===== src/sv/counting_bloom_filter_macros.svh =====
// Assertion helpers shared by the filter RTL.
// Each macro expects clk_i and rst_ni in scope.
`ifndef COUNTING_BLOOM_FILTER_MACROS_SVH
`define COUNTING_BLOOM_FILTER_MACROS_SVH

// Same-cycle implication.
`define CBF_ASSERT_IMPL(lbl, ante, cons, msg) \
  lbl: assert property (@(posedge clk_i) disable iff (!rst_ni) (ante) |-> (cons)) \
    else $error(msg);

// Next-cycle implication.
`define CBF_ASSERT_NEXT(lbl, ante, cons, msg) \
  lbl: assert property (@(posedge clk_i) disable iff (!rst_ni) (ante) |=> (cons)) \
    else $error(msg);

`endif


===== src/sv/cbf_pkg.sv =====
`default_nettype none

package cbf_pkg;

  localparam int unsigned MaxCounters = 65536;
  localparam int unsigned MaxProbes   = 32;
  localparam int unsigned MinSlots    = 16;

  localparam int ModeW    = 2;
  localparam int ByteW    = 8;
  localparam int SlotsW   = 17;
  localparam int ProbesW  = 6;
  localparam int TotalW   = 32;
  localparam int CtrW     = 4;
  localparam int CfgIdxW  = 8;
  localparam int CfgDataW = 32;

  localparam logic [SlotsW-1:0]  SlotsRst  = 17'd65536;
  localparam logic [ProbesW-1:0] ProbesRst = 6'd7;

  localparam logic [CfgIdxW-1:0] CfgIdxSlots  = 8'd0;
  localparam logic [CfgIdxW-1:0] CfgIdxProbes = 8'd1;

  localparam logic [CtrW-1:0] CtrMax = 4'd15;

  localparam logic [63:0] SipKey0    = 64'h736f6d6570736575;
  localparam logic [63:0] SipKey1    = 64'h646f72616e646f6d;
  localparam logic [63:0] SipV2Init  = SipKey0 ^ 64'h6c7967656e657261;
  localparam logic [63:0] SipV3Init  = SipKey1 ^ 64'h7465646279746573;
  localparam logic [63:0] SipFinXor  = 64'h00000000000000ff;
  localparam logic [63:0] FnvBasis   = 64'hcbf29ce484222325;

  typedef enum logic [1:0] {
    ModeAdd    = 2'd0,
    ModeTest   = 2'd1,
    ModeRemove = 2'd2,
    ModeClear  = 2'd3
  } mode_e;

  typedef enum logic [2:0] {
    HsIdle,
    HsBlk,
    HsTailSetup,
    HsTail,
    HsFin,
    HsOut
  } hash_state_e;

  typedef enum logic [2:0] {
    CsClear,
    CsIdle,
    CsHash,
    CsDiv,
    CsRead,
    CsWrite,
    CsOut
  } ctrl_state_e;

  typedef struct packed {
    logic [63:0] a;
    logic [63:0] b;
    logic [63:0] c;
    logic [63:0] d;
  } sip_t;

  typedef struct packed {
    logic             start;
    logic             byte_valid;
    logic             last;
    logic [ByteW-1:0] key_byte;
  } hash_req_t;

  typedef struct packed {
    logic        idle;
    logic        done;
    logic [63:0] h1;
    logic [63:0] h2;
  } hash_rsp_t;

  // FNV-1a step; the prime is 2^40 + 0x1b3, so multiply by shifts and adds.
  function automatic logic [63:0] fnv_step(logic [63:0] s, logic [ByteW-1:0] b);
    logic [63:0] x;
    x = s ^ {56'd0, b};
    return (x << 40) + (x << 8) + (x << 7) + (x << 5) + (x << 4) + (x << 1) + x;
  endfunction

  // First half of a SipRound: two independent adds.
  function automatic sip_t sip_half0(sip_t v);
    sip_t r;
    r.a = v.a + v.b;
    r.b = {v.b[50:0], v.b[63:51]} ^ r.a;
    r.a = {r.a[31:0], r.a[63:32]};
    r.c = v.c + v.d;
    r.d = {v.d[47:0], v.d[63:48]} ^ r.c;
    return r;
  endfunction

  // Second half of a SipRound.
  function automatic sip_t sip_half1(sip_t v);
    sip_t r;
    r.a = v.a + v.d;
    r.d = {v.d[42:0], v.d[63:43]} ^ r.a;
    r.c = v.c + v.b;
    r.b = {v.b[46:0], v.b[63:47]} ^ r.c;
    r.c = {r.c[31:0], r.c[63:32]};
    return r;
  endfunction

endpackage

`default_nettype wire


===== src/sv/cbf_mod.sv =====
`default_nettype none

// Remainder of a 64-bit numerator, two bits per cycle.
module cbf_mod import cbf_pkg::*; #(
  parameter int unsigned MAX_COUNTERS = MaxCounters
) (
  input  logic                                 clk_i,
  input  logic                                 rst_ni,
  input  logic                                 start_i,
  input  logic [63:0]                          num_i,
  input  logic [$clog2(MAX_COUNTERS+1)-1:0]    den_i,
  output logic                                 done_o,
  output logic [$clog2(MAX_COUNTERS+1)-1:0]    rem_o
);

  localparam int MW = $clog2(MAX_COUNTERS + 1);

  logic          busy_q;
  logic          done_q;
  logic [4:0]    step_q;
  logic [63:0]   num_q;
  logic [MW-1:0] rem_q;
  logic [MW-1:0] den_q;
  logic [MW-1:0] rem1;
  logic [MW-1:0] rem2;

  function automatic logic [MW-1:0] rstep(logic [MW-1:0] r, logic b, logic [MW-1:0] d);
    logic [MW:0] t;
    t = {r, b};
    if (t >= {1'b0, d}) begin
      t = t - {1'b0, d};
    end
    return t[MW-1:0];
  endfunction

  assign rem1 = rstep(rem_q, num_q[63], den_q);
  assign rem2 = rstep(rem1, num_q[62], den_q);

  always_ff @(posedge clk_i or negedge rst_ni) begin
    if (!rst_ni) begin
      busy_q <= 1'b0;
      done_q <= 1'b0;
      step_q <= '0;
    end else begin
      done_q <= 1'b0;
      if (start_i) begin
        busy_q <= 1'b1;
        step_q <= '0;
      end else if (busy_q) begin
        step_q <= step_q + 5'd1;
        if (step_q == '1) begin
          busy_q <= 1'b0;
          done_q <= 1'b1;
        end
      end
    end
  end

  always_ff @(posedge clk_i) begin
    if (start_i) begin
      num_q <= num_i;
      rem_q <= '0;
      den_q <= den_i;
    end else if (busy_q) begin
      num_q <= num_q << 2;
      rem_q <= rem2;
    end
  end

  assign done_o = done_q;
  assign rem_o  = rem_q;

endmodule

`default_nettype wire


===== config.mk =====
export PLATFORM = sky130hd
export DESIGN_NAME = cbf_mod
export DESIGN_NICKNAME = d
export VERILOG_FILES = /design/src/sv/counting_bloom_filter_macros.svh /design/src/sv/cbf_pkg.sv /design/src/sv/cbf_mod.sv
export SDC_FILE = /design/constraint.sdc
export NUM_CORES = 1
export LEC_CHECK = 0
export ABC_AREA = 1
export BUFFER_PORTS_ARGS = -buffer_cell sky130_fd_sc_hd__buf_2
export CORE_UTILIZATION = 62
export CTS_CLUSTER_DIAMETER = 200
export DETAILED_ROUTE_END_ITERATION = 10
export PLACE_DENSITY_LB_ADDON = 0.12
export SLEW_MARGIN = 0
export SYNTH_ARGS = -nofsm -noshare
export SYNTH_HDL_FRONTEND = slang
export SYNTH_SLANG_ARGS = --single-unit

===== constraint.sdc =====
create_clock -name clk_i -period 6.76 [get_ports clk_i]
set_input_delay 1.352 -clock clk_i [delete_from_list [all_inputs] [get_ports clk_i]]
set_output_delay 1.352 -clock clk_i [all_outputs]
set_load 0.02 [all_outputs]

### Yosys cells after proc, flatten, opt, wreduce, memory -nomap -nowiden

Index checks and enable logic that the tools add are counted.

| operators by class | value |
|---|---|
| equality and inequality tests | 1 |
| mux-type cells | 12 |
| magnitude comparators | 2 |
| reduce and logical (&&, ||, !) cells | 1 |
| add/sub/neg operators | 3 |

Operators with widths:

| cell | number |
|---|---|
| two-way mux 64 bit | 2 |
| greater-or-equal comparator 18 x 17 -> 1 bit | 2 |
| two-way mux 17 bit | 2 |
| subtractor 17 bit | 2 |
| two-way mux 5 bit | 2 |
| two-way mux 1 bit | 6 |
| adder 5 x 1 -> 5 bit, second input constant | 1 |
| equality test 5 bit, second input constant | 1 |
| nonzero test 2 bit | 1 |

| storage, ports and cells | value |
|---|---|
| word-level logic and storage cells | 25 |
| flip-flop bits (word level) | 105 |

### Depth between registers and ports, before layout

| depth | value |
|---|---|
| word-level depth | 4 |
| gate-level depth with buffers | 30 |
| mapped depth without buffers | 29 |

### Worst setup path before layout

Ideal clock, no wire load.

| timing path | value |
|---|---|
| kind | register -> register |
| start point | register num_q[63] |
| end point | register rem_q[11], in the netlist rem_o[11] |
| arrival | 3.356 ns |
| data required time | 6.646 ns |
| stages on the path, launching flop included | 29 |
| slack | 3.290 ns |
| path buffers | 2 |
| path through | edfxtp_1 inv_1 ha_1 inv_1 fa_1 nand4_1 nand3_2 nand2_2 nand2_4 buf_4 or2_1 nand2_1 inv_1 ha_1 nand2_1 inv_2 nand2_1 inv_1 a21oi_1 nand2_1 nand2_1 nand2_1 nand2_1 nand2_4 nor2_8 buf_12 nand2_2 nand3_1 nand2_1 |

| on the way | value |
|---|---|
| longest elaborated chain between the ends | 4 |
| elaborated cells between the ends (all ways) | 6 |
| classes of those cells | add/sub (2); order compare (2); mux (2) |

RTL lines:

| element | line | RTL |
|---|---|---|
| start: declaration | cbf_mod.sv:21 | `logic [63:0] num_q;` |
| start signal: assignment | cbf_mod.sv:61 | `num_q <= num_i;` |
| start signal: assignment | cbf_mod.sv:65 | `num_q <= num_q << 2;` |
| subtractor 17 bit / greater-or-equal comparator 18 x 17 -> 1 bit (equally long branches) | cbf_mod.sv:31, cbf_mod.sv:30 |  |
| two-way mux 17 bit * | cbf_mod.sv:30 | `if (t >= {1'b0, d}) begin` |
| subtractor 17 bit / greater-or-equal comparator 18 x 17 -> 1 bit (equally long branches) | cbf_mod.sv:31, cbf_mod.sv:30 |  |
| two-way mux 17 bit * | cbf_mod.sv:30 |  |
| end signal: assignment | cbf_mod.sv:66 | `rem_q <= rem2;` |
| end: declaration | cbf_mod.sv:22 | `logic [MW-1:0] rem_q;` |

Mark *: on every way between the ends. The rest lies on a longest branch, timed or not.
A chain may end at the register's enable or synchronous reset.

### Worst setup path in the final report

| timing path | value |
|---|---|
| start point | register num_q[63] |
| end point | register rem_q[3], in the netlist rem_o[3] |

The elaborated chain is that of the path after synthesis.

==> results.ini <==
[sta]
rsz0062_at_grt = no
setup_violations = 0
min_period_over_period_pct = 62.3
skew_ns = 0.00621
max_freq_mhz = 237
maxSlewHeadroom_pct = 12.6
hold_viol_final = 0
tightest_slew_ns = 1.31
min_period_ns = 4.21
tns_ns = 0
maxSlewViolCount = 0

[grt]
antenna_found_initial = 0
grt_remaining_overflow = 0
grtUsageTotal_pct = 28.0
grt_pass1_wl_um = 24600
grt_pass1_vias = 5578
grt_max_degree = 64

[final_layout]
antenna_cells = 0
fin_nets = 1059
final_layout_size_suffix_gt1_share_pct = 16.6
fillCellCount = 884
final_util_pct = 71.4
synthToLayoutAreaGrowth_pct = 11.9

[cts]
clk_latency_ns = 0.37
clock-sinks = 105
root_buffer = clkbuf_8
post_cts_resize_count = 0
cts_tree = built
hold_buffers = 0
cts_max_level = 3
cts_max_path_buffers = 2
cts_made_buffers = 9
postCtsSetupRepairBufs = 0
path_clk_slew_ns = 0.10

[detailed_routing]
wl_per_cell_um = 13.5
num_vias = 5643
wirelength_um = 14600
detail_route.iter0.violations = 312
vias_per_cell = 5.23
drtPass1Iterations = 4
ant_nets = 0
drc = 0

[place]
io_buffers = 101
place_congestion = 1.03
dpl.hpwl_um = 11100

[yosys]
synth_top_area_share_pct = 37.1
yosysTopAreaCell = edfxtp_1
async_reset_ff_share_pct = 6.67
netlist_top_cells_count = 370 x nand2_1, 89 x inv_1, 81 x edfxtp_1, 42 x nand3_1, 36 x ha_1
synth_most_common_cell = nand2_1
syn_nets = 966
syn_avg_cell_area_um2 = 7.77
ys.flop_type = edfxtp_1
ys_warn_count = 0
seq_area_frac_synth_pct = 45.0
synthTopCellsByArea = edfxtp_1 37%, nand2_1 21%, ha_1 6.9%
synth_edf_count = 81
synth_cell_type_count = 41
syn_area_um2 = 6560
ys_ff_latch = 105
netlist_instances = 844

[critical_path]
r2r_end = rem_o[3]
rr_worst_depth = 25
arrival_ns = 4.48
endpoint_kind = flip-flop
crit_required_ns = 7.03
rr_startpoint = num_q[63]
path_class = flip-flop to flip-flop
cp-start-kind = flip-flop
reg2reg_slack_ns = 2.55
path_max_fanout = 33

[power_and_ir_drop]
power_density_nw_per_um2 = 462
p_leak_nw = 3.87
vdd.ir_drop.worst_v = 0.000233

[hold_path]
hp-start = rem_o[16]
min_to = rem_o[16]
hold_depth = 2
hold_class = flip-flop to flip-flop

[floorplanning]
start_util_pct = 63.8
die_y_um = 105
boundaryPins = 102
core_area_um2 = 10300
die_area_um2 = 11000
die_w_um = 105
row_count = 37

[run]
max_cap_violations = 0

[run_status]
outcome = complete, no violations

[registers in the layout, summed over array words and instances (netlist names)]
signal	flops
num_q	64
den_q	17
rem_o	17
step_q	5
busy_q	1
done_o	1
[layout by cell type (no fill, tap or decap), types with 17 or more instances in the layout]
| cell type | synthesis | final |
|---|---|---|
| a21oi_1 | 30 | 30 |
| buf_2 | 2 | 101 |
| dfxtp_1 | 17 | 17 |
| edfxtp_1 | 81 | 81 |
| ha_1 | 36 | 36 |
| inv_1 | 89 | 88 |
| nand2_1 | 370 | 370 |
| nand2_2 | 17 | 17 |
| nand3_1 | 42 | 42 |
| nor2_1 | 27 | 27 |
| o21ai_0 | 23 | 23 |
| xnor2_1 | 19 | 19 |
[worst max-delay path, cell delays in order, from the launching register on]
cell and delay, ns:
edfxtp_1 0.43, inv_1 0.08, ha_1 0.16, inv_1 0.07, fa_1 0.45, nand4_1 0.15
nand3_2 0.13, nand2_2 0.12, nand2_4 0.19, o21ai_0 0.36, inv_1 0.10, ha_1 0.35
nand2_1 0.13, nor2_1 0.08, nand2_1 0.06, nand3_1 0.14, nand2_1 0.11, nand2_1 0.08
nand2_1 0.07, nand2_1 0.04, nand2_1 0.09, nand2_4 0.15, nor2_8 0.30, nand2_1 0.10
nand3_1 0.10, nand2_1 0.07
[metal layers]
metal	GRT usage [%]	vias to the layer above	routed length (um)
li1	-	2876	-
met1	35.0	2535	6430
met2	46.8	189	6820
met3	5.24	43	766
met4	13.5	0	558
met5	0	-	0
[cells by family after synthesis]
group | synth area share (%)
AO/OA/AOI/OAI | 6.43
AND/OR/NAND/NOR | 31.2
buffers and inverters | 7.10
XOR/XNOR | 2.81
flip-flops | 45.0
adder cells (fa/ha/maj) | 7.48
[power breakdown]
part	switching, mW	total (mW)	internal (mW)
Clock	0.221	0.394	0.173
Sequential	0.0656	0.861	0.795
Combinational	1.35	2.13	0.783
[layout make-up]
| type | count | area (um^2) | area share, % |
|---|---|---|---|
| flip-flops and latches | 105 | 2950 | 40.2 |
| well taps | 136 | 170 | 2.32 |
| multi-input cells | 623 | 3140 | 42.9 |
| repair buffers | 104 | 528 | 7.20 |
| inverters | 94 | 353 | 4.81 |
| clock buffers | 10 | 128 | 1.74 |
| clock inverters | 6 | 63.8 | 0.870 |
[worst max-delay path by stage]
stage	from	endpoint	slack (ns)	depth (start not counted)
6_report	num_q[63]	rem_o[3]	2.55	25
5_1_grt	num_q[63]	rem_o[0]	2.23	25
4_1_cts	num_q[63]	rem_o[3]	2.61	25
3_5_place_dp	num_q[63]	rem_o[3]	2.69	24
3_3_place_gp	num_q[63]	rem_o[2]	2.76	24
2_1_floorplan	num_q[63]	rem_o[11]	3.29	28
[metrics by stage]
stage                     setup WS (ns)  power, mW  hold WS [ns]  cell area, um^2  cells
final                              2.55       3.39         0.494             7330   1078
after global placement             2.76       2.93         0.479             7140   1062
after CTS                          2.61       3.37         0.493             7330   1078
after detailed placement           2.69       2.96         0.477             7140   1062
after global routing               2.23       3.70         0.505             7330   1078
after floorplan                    3.29       2.58         0.486             6560    844
Power figures use the tool's default switching activity.
